$ cat src/sv/irbw_pkg.sv
// Shared constants, types and helper functions for the bilinear image resampler.
// Used by every module of the block; depends on nothing.
package irbw_pkg;

   // field and register widths
   localparam int COORD_W = 12;
   localparam int PIX_W = 32;
   localparam int CH_W = 8;
   localparam int SRC_CFG_W = 9;
   localparam int DST_W = 13;
   localparam int CNT_W = 3;
   localparam int CSR_IDX_W = 3;
   localparam int CSR_DATA_W = 13;

   // sizing
   localparam int MAX_SRC_WIDTH = 256;
   localparam int MAX_SRC_HEIGHT = 256;
   localparam int MAX_CHANNELS = 4;
   localparam int FRAC_BITS = 16;
   localparam int DST_LIMIT = 4096;
   localparam int PIX_CH = PIX_W / CH_W;
   localparam int LANES = (MAX_CHANNELS < PIX_CH) ? MAX_CHANNELS : PIX_CH;

   localparam int SZ_MAX = (MAX_SRC_WIDTH > MAX_SRC_HEIGHT) ? MAX_SRC_WIDTH : MAX_SRC_HEIGHT;
   localparam int SZ_W = $clog2(SZ_MAX + 1);
   localparam int DEPTH = MAX_SRC_WIDTH * MAX_SRC_HEIGHT;
   localparam int ADDR_W = $clog2(DEPTH);

   // position pipeline: product bits, dividend bits with fraction, total stages
   localparam int P_W = COORD_W + SZ_W;
   localparam int N_W = P_W + FRAC_BITS;
   localparam int LOC_LAT = 1 + N_W + P_W;

   // blend weights hold 0..ONE inclusive
   localparam int W_W = FRAC_BITS + 1;
   localparam logic [W_W-1:0] FIX_ONE = W_W'(1) << FRAC_BITS;
   localparam int LANE_LAT = 4;
   localparam int TAPS = 4;

   typedef enum logic {
      OP_LOAD = 1'b0,
      OP_REQUEST = 1'b1
   } op_type;

   localparam logic [CSR_IDX_W-1:0] CSR_SRC_WIDTH = 3'd0;
   localparam logic [CSR_IDX_W-1:0] CSR_SRC_HEIGHT = 3'd1;
   localparam logic [CSR_IDX_W-1:0] CSR_DST_WIDTH = 3'd2;
   localparam logic [CSR_IDX_W-1:0] CSR_DST_HEIGHT = 3'd3;
   localparam logic [CSR_IDX_W-1:0] CSR_CHANNELS = 3'd4;
   localparam logic [CSR_IDX_W-1:0] CSR_LINEAR = 3'd5;

   typedef struct packed {
      logic we;
      logic [ADDR_W-1:0] addr;
      logic [PIX_W-1:0] data;
   } wr_type;

   typedef struct packed {
      logic valid;
      op_type op;
      logic [COORD_W-1:0] x;
      logic [COORD_W-1:0] y;
      logic [PIX_W-1:0] pixel;
   } side_type;

   typedef struct packed {
      logic valid;
      op_type op;
      logic linear;
      logic [COORD_W-1:0] x;
      logic [COORD_W-1:0] y;
      logic [W_W-1:0] wx0;
      logic [W_W-1:0] wx1;
      logic [W_W-1:0] wy0;
      logic [W_W-1:0] wy1;
   } rd_side_type;

   typedef struct packed {
      logic valid;
      op_type op;
      logic linear;
      logic [COORD_W-1:0] x;
      logic [COORD_W-1:0] y;
      logic [PIX_W-1:0] p00;
   } lane_side_type;

   // zero reads as one, larger values saturate
   function automatic logic [SZ_W-1:0] lim_src(logic [SRC_CFG_W-1:0] v, int hi);
      logic [SZ_W-1:0] r;
      if (v == '0) r = SZ_W'(1);
      else if (int'(v) > hi) r = SZ_W'(hi);
      else r = SZ_W'(v);
      return r;
   endfunction

   function automatic logic [DST_W-1:0] lim_dst(logic [DST_W-1:0] v);
      logic [DST_W-1:0] r;
      if (v == '0) r = DST_W'(1);
      else if (int'(v) > DST_LIMIT) r = DST_W'(DST_LIMIT);
      else r = v;
      return r;
   endfunction

   function automatic logic [CNT_W-1:0] lim_cnt(logic [CNT_W-1:0] v);
      logic [CNT_W-1:0] r;
      if (v == '0) r = CNT_W'(1);
      else if (int'(v) > LANES) r = CNT_W'(LANES);
      else r = v;
      return r;
   endfunction

   function automatic logic [ADDR_W-1:0] mk_addr(int x, int y);
      return ADDR_W'(y * MAX_SRC_WIDTH + x);
   endfunction

endpackage

$ cat src/sv/irbw_lane.sv
// One channel lane of the bilinear blend: horizontal then vertical weighting,
// truncate and clamp. Four stages. Depends on irbw_pkg.
module irbw_lane (
   input  logic                       clock,
   input  logic                       en,
   input  logic [irbw_pkg::CH_W-1:0]  pa,
   input  logic [irbw_pkg::CH_W-1:0]  pb,
   input  logic [irbw_pkg::CH_W-1:0]  pc,
   input  logic [irbw_pkg::CH_W-1:0]  pd,
   input  logic [irbw_pkg::W_W-1:0]   wx0,
   input  logic [irbw_pkg::W_W-1:0]   wx1,
   input  logic [irbw_pkg::W_W-1:0]   wy0,
   input  logic [irbw_pkg::W_W-1:0]   wy1,
   output logic [irbw_pkg::CH_W-1:0]  value
);
   localparam int CH_W = irbw_pkg::CH_W;
   localparam int W_W = irbw_pkg::W_W;
   localparam int M_W = CH_W + W_W;
   localparam int H_W = M_W + 1;
   localparam int V_W = H_W + W_W;
   localparam int S_W = V_W + 1;
   localparam logic [S_W-1:0] CH_MAX = S_W'((1 << CH_W) - 1);

   logic [M_W-1:0] ma_ff, mb_ff, mc_ff, md_ff;
   logic [W_W-1:0] wy0_s1_ff, wy1_s1_ff, wy0_s2_ff, wy1_s2_ff;
   logic [H_W-1:0] h0_ff, h1_ff;
   logic [V_W-1:0] v0_ff, v1_ff;
   logic [S_W-1:0] sum;
   logic [S_W-1:0] shifted;

   assign sum = S_W'(v0_ff) + S_W'(v1_ff);
   assign shifted = sum >> (2 * irbw_pkg::FRAC_BITS);

   always_ff @(posedge clock) begin
      if (en) begin
         ma_ff <= M_W'(pa) * M_W'(wx0);
         mb_ff <= M_W'(pb) * M_W'(wx1);
         mc_ff <= M_W'(pc) * M_W'(wx0);
         md_ff <= M_W'(pd) * M_W'(wx1);
         wy0_s1_ff <= wy0;
         wy1_s1_ff <= wy1;
         h0_ff <= H_W'(ma_ff) + H_W'(mb_ff);
         h1_ff <= H_W'(mc_ff) + H_W'(md_ff);
         wy0_s2_ff <= wy0_s1_ff;
         wy1_s2_ff <= wy1_s1_ff;
         v0_ff <= V_W'(h0_ff) * V_W'(wy0_s2_ff);
         v1_ff <= V_W'(h1_ff) * V_W'(wy1_s2_ff);
         value <= (shifted > CH_MAX) ? CH_W'(CH_MAX) : CH_W'(shifted);
      end
   end

endmodule

$ cat config.mk
export PLATFORM = sky130hd
export DESIGN_NAME = irbw_lane
export DESIGN_NICKNAME = d
export VERILOG_FILES = /design/src/sv/irbw_pkg.sv /design/src/sv/irbw_lane.sv
export SDC_FILE = /design/constraint.sdc
export NUM_CORES = 2
export LEC_CHECK = 0
export BUFFER_PORTS_ARGS = -buffer_cell sky130_fd_sc_hd__buf_2
export CAP_MARGIN = 20
export CORE_MARGIN = 1.5
export CORE_UTILIZATION = 45
export DETAILED_ROUTE_END_ITERATION = 12
export GPL_ROUTABILITY_DRIVEN = 1
export SLEW_MARGIN = 20
export SYNTH_ARGS = -nofsm -noshare
export SYNTH_HDL_FRONTEND = slang
export SYNTH_SLANG_ARGS = --single-unit
$ cat constraint.sdc
create_clock -name clock -period 13.6 [get_ports clock]
set_input_delay 2.72 -clock clock [delete_from_list [all_inputs] [get_ports clock]]
set_output_delay 2.72 -clock clock [all_outputs]
set_load 0.02 [all_outputs]
==> flow_summary.toml <==
[floorplan]
rows = 130
die-area_mm2 = 0.130
die_h_um = 360
ios = 110
coreArea_mm2 = 0.126
die_w_um = 360
start_util = 0.455

[synthesis]
syn_area_mm2 = 0.0573
synth_flop_cell = "edfxtp_1"
synthTopCellsByArea = "fa_1 (38%), edfxtp_1 (16%), ha_1 (11%)"
synth_cells = 5998
synth_most_common_cell = "inv_1"
ys_seq_elements = 314
yosys_warnings = 0
syn_area_per_cell_um2 = 9.56
synth_top_area_cell = "fa_1"
yosysTopAreaCellShare = 0.377
ys_seq_area_frac = 0.165
synthArstFlopShare = 0
syn_nets = 7686
synth_cell_types = 82
yosys-top-cells-count = "inv_1 (1231), fa_1 (1080), nand2_1 (946)"
synth_edf_count = 314

[sta]
drv_slew = 0
setup-violations-final = 0
fmax_ghz = 0.131
finalCritPeriodShare = 0.562
fin_skew_ns = 0.0489
worst_hold_slack_ns = 0.400
relSlewSlack = 0.191
hold_viol_final = 0
grt_setup_unrepaired = "false"
final.setup.tns_ns = 0
period_needed_ns = 7.65
worst_slew_pin_slew_ns = 1.21

[detailed_routing]
firstDrtPassIters = 5
ant_nets = 0
vias = 39900
drt_iter0_markers = 2219
post_drt_wl_per_cell_um = 18.4
wl_mm = 141
vias_per_cell = 5.22
post-route-drc-count = 0

[clocking]
post_cts_buffers = 0
htreeDepth = 2
clock-sinks = 314
clockBufferDepth = 3
cts-buffers-inserted = 41
ctsHoldBuffers = 0
cts_root_buf = "clkbuf_16"
cts_resized = 0
path_clk_slew_ns = 0.07
clock_latency_ns = 0.63
cts_tree = "done"

[grt]
globalRouteOverflowTotal = 0
grt_first_pass_wirelength_mm = 231
grtUsageTotal = 0.225
grt_pass1_vias = 42800
antenna_found_initial = 5
grt_max_degree = 166

[critical_path]
cp_common_cell = "fa_1"
worstSetupStartpointType = "register"
endpoint_kind = "register"
critical_path_class = "reg2reg"
critical_path_arrival_ns = 8.02
cp.buffers_inverters = 4
cp_cell_sequence = "and2_1 -> fa_1 -> inv_1 -> fa_1 -> fa_1 -> inv_1 -> fa_1 -> fa_1 -> inv_1 -> fa_1 -> inv_1 -> ha_1 -> a21oi_1 -> o21ai_0 -> a21oi_1 -> o21ai_0 -> a211oi_2 -> a211oi_1 -> a2111oi_0 -> o31ai_1 -> a31oi_1 -> xnor2_1"
crit_family = "adder cells"
slowest_stage = "edfxtp_1"
crit_required_ns = 13.98
path_max_fanout = 26
slowest_delay_ns = 1.15

[status]
outcome = "finished clean"

[final_layout]
fillers = 11900
fin_nets = 7648
multi_input_area_mm2 = 0.0424
drive_above_1_share = 0.0406
regArea_mm2 = 0.00943
area_growth_pct = 5.76

[placed_design]
dp_hpwl_mm = 108
portBuffers = 109
gp_congestion = 0.870

[job]
drv_cap = 0

[min_path]
hp-class = "reg2reg"
worst register-to-register path: stages (launching register included):
cell and delay [ns]:
edfxtp_1 1.15, and2_1 0.29, fa_1 0.42, inv_1 0.08, fa_1 0.45, fa_1 0.53
inv_1 0.06, fa_1 0.46, fa_1 0.56, inv_1 0.06, fa_1 0.48, inv_1 0.04
ha_1 0.31, a21oi_1 0.19, o21ai_0 0.12, a21oi_1 0.29, o21ai_0 0.15, a211oi_2 0.36
a211oi_1 0.17, a2111oi_0 0.63, o31ai_1 0.25, a31oi_1 0.25, xnor2_1 0.09
final cells by class:
cell class | count | area share
timing repair buffer | 141 | 0.0141
clock inverter | 22 | 0.00274
antenna | 1 | 0.0000413
clock buffer | 47 | 0.0173
inverter | 1231 | 0.0762
multi-input combinational | 4231 | 0.700
sequential | 314 | 0.156
tap | 1650 | 0.0341
metrics by stage:
stage               utilization  setup WS [ns]  area, µm²  std cells
floorplan                     -           6.19      57300       5998
global placement          0.471           5.70      59300       7564
detailed placement        0.471           5.65      59300       7564
CTS                       0.480           6.09      60600       7633
global route              0.481           5.74      60600       7637
finish                    0.481           5.95      60600       7637
cells in the final DEF (no fill, tap or decap), types with 80 or more instances in the layout:
cell | synthesis | layout
a21o_1 | 80 | 80
a21oi_1 | 163 | 163
and2_1 | 591 | 591
buf_2 | 0 | 108
edfxtp_1 | 314 | 314
fa_1 | 1080 | 1080
ha_1 | 506 | 506
inv_1 | 1231 | 1231
nand2_1 | 946 | 946
nor2_1 | 144 | 144
o21ai_0 | 112 | 112
xnor2_1 | 137 | 137
final timing paths:
check,startpoint,endpoint,slack [ns],cells after the start
setup / recovery,wy0_s2_ff[6],v0_ff[37],5.95,22
hold reg to reg,wy1_s1_ff[16],wy1_s2_ff[16],0.40,0
hold / removal,wy1_s1_ff[16],wy1_s2_ff[16],0.40,0
setup reg to reg,wy0_s2_ff[6],v0_ff[37],5.95,22
layer usage:
layer / vias to the layer above / global-route usage / routed length, µm
met5: - / 0 / 0
met4: 0 / 0.0592 / 3620
met3: 191 / 0.0294 / 7950
met2: 1080 / 0.384 / 68300
met1: 20300 / 0.302 / 60700
li1: 18300 / - / -
logic make-up after synthesis:
logic type | Yosys count | synth area share
flops | 314 | 0.165
compound gates | 554 | 0.0642
xor+xnor | 190 | 0.0290
simple gates | 1899 | 0.159
mux | 2 | 0.000349
fa+ha+maj | 1586 | 0.488
buf+inv | 1453 | 0.0952
state kept, by name, indices dropped and copies added (netlist names), 25 cells and up:
| register | cells |
|---|---|
| v0_ff | 43 |
| v1_ff | 43 |
| h0_ff | 26 |
| h1_ff | 26 |
| ma_ff | 25 |
| mb_ff | 25 |
| mc_ff | 25 |
| md_ff | 25 |
Power is left out: the tool's default activity adds up to more than one toggle a clock period on the data nets, which glitch-free logic cannot reach.
