## config.mk

```make
export PLATFORM = sky130hd
export DESIGN_NAME = irbw_locate
export DESIGN_NICKNAME = d
export VERILOG_FILES = /design/src/sv/irbw_pkg.sv /design/src/sv/irbw_locate.sv
export SDC_FILE = /design/constraint.sdc
export NUM_CORES = 2
export LEC_CHECK = 0
export ABC_AREA = 1
export ABC_CLOCK_PERIOD_IN_PS = 8700
export BUFFER_PORTS_ARGS = -buffer_cell sky130_fd_sc_hd__clkbuf_2
export CELL_PAD_IN_SITES_DETAIL_PLACEMENT = 1
export CELL_PAD_IN_SITES_GLOBAL_PLACEMENT = 1
export CORE_ASPECT_RATIO = 1.75
export CORE_MARGIN = 4
export CORE_UTILIZATION = 55
export CTS_BUF_LIST = sky130_fd_sc_hd__clkbuf_8 sky130_fd_sc_hd__clkbuf_16
export DETAILED_ROUTE_END_ITERATION = 8
export GPL_TIMING_DRIVEN = 0
export PLACE_DENSITY_LB_ADDON = 0.1
export SYNTH_ARGS = -nofsm -noshare
export SYNTH_HDL_FRONTEND = slang
export SYNTH_SLANG_ARGS = --single-unit
```

## constraint.sdc

```tcl
create_clock -name clock -period 8.7 [get_ports clock]
set_input_delay 1.305 -clock clock [delete_from_list [all_inputs] [get_ports clock]]
set_output_delay 1.305 -clock clock [all_outputs]
set_load 0.01 [all_outputs]
```

## src/sv/irbw_pkg.sv

```systemverilog
// Shared constants, types and helper functions for the bilinear image resampler.
// Used by every module of the block; depends on nothing.
package irbw_pkg;

   // field and register widths
   localparam int COORD_W = 12;
   localparam int PIX_W = 32;
   localparam int CH_W = 8;
   localparam int SRC_CFG_W = 9;
   localparam int DST_W = 13;
   localparam int CNT_W = 3;
   localparam int CSR_IDX_W = 3;
   localparam int CSR_DATA_W = 13;

   // sizing
   localparam int MAX_SRC_WIDTH = 256;
   localparam int MAX_SRC_HEIGHT = 256;
   localparam int MAX_CHANNELS = 4;
   localparam int FRAC_BITS = 16;
   localparam int DST_LIMIT = 4096;
   localparam int PIX_CH = PIX_W / CH_W;
   localparam int LANES = (MAX_CHANNELS < PIX_CH) ? MAX_CHANNELS : PIX_CH;

   localparam int SZ_MAX = (MAX_SRC_WIDTH > MAX_SRC_HEIGHT) ? MAX_SRC_WIDTH : MAX_SRC_HEIGHT;
   localparam int SZ_W = $clog2(SZ_MAX + 1);
   localparam int DEPTH = MAX_SRC_WIDTH * MAX_SRC_HEIGHT;
   localparam int ADDR_W = $clog2(DEPTH);

   // position pipeline: product bits, dividend bits with fraction, total stages
   localparam int P_W = COORD_W + SZ_W;
   localparam int N_W = P_W + FRAC_BITS;
   localparam int LOC_LAT = 1 + N_W + P_W;

   // blend weights hold 0..ONE inclusive
   localparam int W_W = FRAC_BITS + 1;
   localparam logic [W_W-1:0] FIX_ONE = W_W'(1) << FRAC_BITS;
   localparam int LANE_LAT = 4;
   localparam int TAPS = 4;

   typedef enum logic {
      OP_LOAD = 1'b0,
      OP_REQUEST = 1'b1
   } op_type;

   localparam logic [CSR_IDX_W-1:0] CSR_SRC_WIDTH = 3'd0;
   localparam logic [CSR_IDX_W-1:0] CSR_SRC_HEIGHT = 3'd1;
   localparam logic [CSR_IDX_W-1:0] CSR_DST_WIDTH = 3'd2;
   localparam logic [CSR_IDX_W-1:0] CSR_DST_HEIGHT = 3'd3;
   localparam logic [CSR_IDX_W-1:0] CSR_CHANNELS = 3'd4;
   localparam logic [CSR_IDX_W-1:0] CSR_LINEAR = 3'd5;

   typedef struct packed {
      logic we;
      logic [ADDR_W-1:0] addr;
      logic [PIX_W-1:0] data;
   } wr_type;

   typedef struct packed {
      logic valid;
      op_type op;
      logic [COORD_W-1:0] x;
      logic [COORD_W-1:0] y;
      logic [PIX_W-1:0] pixel;
   } side_type;

   typedef struct packed {
      logic valid;
      op_type op;
      logic linear;
      logic [COORD_W-1:0] x;
      logic [COORD_W-1:0] y;
      logic [W_W-1:0] wx0;
      logic [W_W-1:0] wx1;
      logic [W_W-1:0] wy0;
      logic [W_W-1:0] wy1;
   } rd_side_type;

   typedef struct packed {
      logic valid;
      op_type op;
      logic linear;
      logic [COORD_W-1:0] x;
      logic [COORD_W-1:0] y;
      logic [PIX_W-1:0] p00;
   } lane_side_type;

   // zero reads as one, larger values saturate
   function automatic logic [SZ_W-1:0] lim_src(logic [SRC_CFG_W-1:0] v, int hi);
      logic [SZ_W-1:0] r;
      if (v == '0) r = SZ_W'(1);
      else if (int'(v) > hi) r = SZ_W'(hi);
      else r = SZ_W'(v);
      return r;
   endfunction

   function automatic logic [DST_W-1:0] lim_dst(logic [DST_W-1:0] v);
      logic [DST_W-1:0] r;
      if (v == '0) r = DST_W'(1);
      else if (int'(v) > DST_LIMIT) r = DST_W'(DST_LIMIT);
      else r = v;
      return r;
   endfunction

   function automatic logic [CNT_W-1:0] lim_cnt(logic [CNT_W-1:0] v);
      logic [CNT_W-1:0] r;
      if (v == '0) r = CNT_W'(1);
      else if (int'(v) > LANES) r = CNT_W'(LANES);
      else r = v;
      return r;
   endfunction

   function automatic logic [ADDR_W-1:0] mk_addr(int x, int y);
      return ADDR_W'(y * MAX_SRC_WIDTH + x);
   endfunction

endpackage

```

## src/sv/irbw_locate.sv

```systemverilog
// One axis of source position: coord*src/dst as wrapped index plus fraction.
// Multiply, then a restoring divide and a restoring modulo, one bit per stage.
// Depends on irbw_pkg.
module irbw_locate (
   input  logic                           clock,
   input  logic                           en,
   input  logic [irbw_pkg::COORD_W-1:0]   coord,
   input  logic [irbw_pkg::SZ_W-1:0]      src_size,
   input  logic [irbw_pkg::DST_W-1:0]     dst_size,
   output logic [irbw_pkg::SZ_W-1:0]      idx,
   output logic [irbw_pkg::FRAC_BITS-1:0] frac
);
   localparam int P_W = irbw_pkg::P_W;
   localparam int N_W = irbw_pkg::N_W;
   localparam int F = irbw_pkg::FRAC_BITS;
   localparam int SZ_W = irbw_pkg::SZ_W;
   localparam int DST_W = irbw_pkg::DST_W;

   logic [P_W-1:0]   prod_ff;
   logic [N_W-1:0]   dq_ff [N_W];
   logic [DST_W-1:0] dr_ff [N_W-1];
   logic [P_W-1:0]   mq_ff [P_W-1];
   logic [SZ_W-1:0]  mr_ff [P_W];
   logic [F-1:0]     mf_ff [P_W];

   always_ff @(posedge clock) begin
      if (en) begin
         prod_ff <= P_W'(coord) * P_W'(src_size);
      end
   end

   // quotient of (prod << F) / dst_size; remainder stays below dst_size
   for (genvar i = 0; i < N_W; i++) begin : g_div
      logic [N_W-1:0]   q_cur;
      logic [DST_W-1:0] r_cur;
      logic [DST_W:0]   trial;
      logic             ge;
      if (i == 0) begin : g_first
         assign q_cur = {prod_ff, {F{1'b0}}};
         assign r_cur = '0;
      end else begin : g_next
         assign q_cur = dq_ff[i-1];
         assign r_cur = dr_ff[i-1];
      end
      assign trial = {r_cur, q_cur[N_W-1]};
      assign ge = trial >= {1'b0, dst_size};
      always_ff @(posedge clock) begin
         if (en) begin
            dq_ff[i] <= {q_cur[N_W-2:0], ge};
         end
      end
      if (i < N_W - 1) begin : g_rem
         always_ff @(posedge clock) begin
            if (en) begin
               dr_ff[i] <= ge ? DST_W'(trial - {1'b0, dst_size}) : DST_W'(trial);
            end
         end
      end
   end

   // integer part modulo src_size; fraction rides along
   for (genvar i = 0; i < P_W; i++) begin : g_mod
      logic [P_W-1:0]  q_cur;
      logic [SZ_W-1:0] r_cur;
      logic [F-1:0]    f_cur;
      logic [SZ_W:0]   trial;
      logic            ge;
      if (i == 0) begin : g_first
         assign q_cur = dq_ff[N_W-1][N_W-1:F];
         assign r_cur = '0;
         assign f_cur = dq_ff[N_W-1][F-1:0];
      end else begin : g_next
         assign q_cur = mq_ff[i-1];
         assign r_cur = mr_ff[i-1];
         assign f_cur = mf_ff[i-1];
      end
      assign trial = {r_cur, q_cur[P_W-1]};
      assign ge = trial >= {1'b0, src_size};
      always_ff @(posedge clock) begin
         if (en) begin
            mr_ff[i] <= ge ? SZ_W'(trial - {1'b0, src_size}) : SZ_W'(trial);
            mf_ff[i] <= f_cur;
         end
      end
      if (i < P_W - 1) begin : g_shift
         always_ff @(posedge clock) begin
            if (en) begin
               mq_ff[i] <= {q_cur[P_W-2:0], 1'b0};
            end
         end
      end
   end

   assign idx = mr_ff[P_W-1];
   assign frac = mf_ff[P_W-1];

endmodule

```

==> impl_metrics.env <==
export IMPL_rows=223
export IMPL_power_density_nw_per_um2=340
export IMPL_start_util_pct=55.4
export IMPL_viasPerCell=5.49
export IMPL_mappedNetlistArea_sq_um=117000
export IMPL_setup_tns_ns=0
export IMPL_report_power_total_mw=43.5
export IMPL_antenna_left=0
export IMPL_worst_slew_pin_slew_ns=1.21
export IMPL_rsz0062_at_grt="false"
export IMPL_portBuffers=48
export IMPL_fin_crit_sh_pct=66.5
export IMPL_slew_viol_final=0
export IMPL_drive_above_1_share_pct=11.3
export IMPL_htreeDepth=4
export IMPL_skew_ns=0.0858
export IMPL_cts_hold_buf=0
export IMPL_numCtsBuffers=202
export IMPL_slew_headroom_pct=19.5
export IMPL_ys_ff_latch=2137
export IMPL_dieArea_sq_um=220000
export IMPL_dp_hpwl_mm=222
export IMPL_antenna_found_initial=1
export IMPL_grt_pass1_wl_mm=483
export IMPL_vdd_drop_max_mv=0.258
export IMPL_fp_dieW_um=356
export IMPL_outcome="finished, final reports clean"
export IMPL_ys_warn_count=0
export IMPL_critPathTopFamily="adder cells"
export IMPL_yosys_area_top_type="edfxtp_1"
export IMPL_die_height_um=618
export IMPL_critPathMaxFanout=24
export IMPL_finalCriticalPeriod_ns=5.79
export IMPL_first_global_vias=91700
export IMPL_synth_area_leaders="edfxtp_1 (55%), nand2_1 (11%), ha_1 (7.4%)"
export IMPL_synth_nets=12500
export IMPL_async_reset_ff_share_pct=0
export IMPL_crit_buf_inv=5
export IMPL_synth_most_common_cell="nand2_1"
export IMPL_root_buffer="clkbuf_16"
export IMPL_grt_usage_pct=27.8
export IMPL_fmax_mhz=173
export IMPL_drc=0
export IMPL_fin_nets=12800
export IMPL_cts_buffer_depth=4
export IMPL_end_kind="register"
export IMPL_cap_violations=0
export IMPL_syn_avg_cell_area_sq_um=9.99
export IMPL_leakagePower_nw=59.2
export IMPL_cts_clk_slew_worst_paths_ns=0.07
export IMPL_boundaryPins=61
export IMPL_drt_total_wl_mm=305
export IMPL_synthCells=11700
export IMPL_areaGrowthSynthToFinish_pct=9.57
export IMPL_crit_type="in -> reg"
export IMPL_finalSetupViolCount=0
export IMPL_drt_pass1_iter_count=5
export IMPL_crit_chain="clkbuf_2 > clkbuf_1 > nand2_1 > fa_1 > inv_1 > fa_1 > inv_1 > fa_1 > fa_1 > inv_1 > ha_1 > or2_2 > and2_1 > nand2_1 > nand2_1 > nand2_1 > nand2_1 > nand2_1 > nand2_1"
export IMPL_cts_sinks=2137
export IMPL_overflow=0
export IMPL_drtIter0Drc=4186
export IMPL_synthDistinctLibCells=48
export IMPL_finalHoldViolCount=0
export IMPL_cts_setup_buffers=0
export IMPL_place_gp_congestion=0.877
export IMPL_cts_tree="built"
export IMPL_startpoint_type="input port"
export IMPL_cp_common_cell="nand2_1"
export IMPL_synthTopCellsByCount="nand2_1 (3554), edfxtp_1 (2137), inv_1 (1928)"
export IMPL_wire_per_inst_um=20.4
export IMPL_synth_main_ff_cell="edfxtp_1"
export IMPL_synth_edf_count=2137
export IMPL_num_vias=82100
export IMPL_cp_required_ns=9.33
export IMPL_seq_area_frac_synth_pct=54.9
export IMPL_grt_max_degree=132
export IMPL_synth_top_area_share_pct=54.9
export IMPL_worstPathArrival_ns=6.42
export IMPL_slowest_stage="clkbuf_2"
export IMPL_ctsResizeCount=0
export IMPL_insertion_delay_ns=0.88
export IMPL_worst_path_largest_cell_delay_ns=0.85
export IMPL_min_path_type="reg -> reg"
export IMPL_core_sq_um=211000
## metal layers
layer	part of all wire [%]	GRT usage, %
met3	2.9	3.10
met4	6.7	16.1
met1	35	27.7
met2	56	54.7
met5	0	0
## path summary, 6_finish.rpt
check / startpoint / cells after the start / endpoint / slack, ns
worst min register to register: mf_ff[0][11] / 0 / mf_ff[0][27] / 0.34
worst max register to register: mq_ff[1][39] / 10 / mr_ff[0][57] / 6.27
worst min-delay path: mf_ff[0][11] / 0 / mf_ff[0][27] / 0.34
worst max-delay path: src_size[0] / 19 / prod_ff[20] / 2.91
## final cells by class
class / count / area [sq um]
Fill cell: 23400 / 83000
Sequential cell: 2137 / 64200
Multi-Input combinational cell: 7391 / 43900
Inverter: 2035 / 7670
Clock buffer: 204 / 5100
Tap cell: 2812 / 3520
Clock inverter: 152 / 1340
Timing Repair Buffer: 82 / 1180
Buffer: 124 / 1080
Antenna cell: 1 / 2.50
## power by group
| part | switching (mW) | internal (mW) |
|---|---|---|
| clock network | 3.89 | 4.87 |
| registers | 1.27 | 14.4 |
| logic | 12.6 | 6.49 |
| total | 17.7 | 25.7 |
## sequential cells by signal, indices dropped and copies added, names as in the netlist
name	flops
mr_ff	189
mf_ff	336
prod_ff	21
mq_ff	210
dr_ff	468
dq_ff	913
## kinds of logic (layout without fill, tap and decap cells)
group,count (synthesis),after routing,synth area share [%]
XOR/XNOR,292,292,2.19
adder cells (fa/ha/maj),818,818,9.57
buffers and inverters,2159,2597,7.47
AO/OA/AOI/OAI,627,627,3.50
other,0,1,0
flip-flops,2137,2137,54.9
AND/OR/NAND/NOR,5654,5654,22.3
## per-stage QoR
step                      setup slack, ns  utilization (%)  cell area (sq um)  hold WS (ns)  instances
after floorplan                      3.51                -             117000         0.400      11700
final                                2.91             60.7             128000         0.340      14900
after CTS                            3.00             60.7             128000         0.348      14900
after global placement             -30.25             57.1             121000         0.400      14500
after detailed placement             2.12             57.6             122000         0.405      14600
after global routing                 2.80             60.7             128000         0.342      14900
## layout by cell type, fill, tap and decap left out, types with 27 or more instances in the layout
cell type  synthesis  routed
nor3_1            33      33
a21oi_4           31      31
buf_6             62      62
clkinv_2           0      27
inv_1           1928    1932
clkinv_1           2      43
nor2_1           359     359
o21ai_1          105     105
edfxtp_1        2137    2137
inv_2            105     113
nand3_2          172     172
clkbuf_2           0      44
nor2_4            49      49
buf_16             0      32
o21ai_0           56      56
xnor2_1           58      58
a21oi_1          259     259
fa_1             126     126
nand2_1         3554    3554
nand4_1          375     375
nor2_2            75      75
ha_1             692     692
o21ai_2          118     118
nand2_2          243     243
nand3_1          717     717
xor2_1           234     234
clkbuf_16          0     204
No activity file was read; power rests on OpenSTA's default activity.
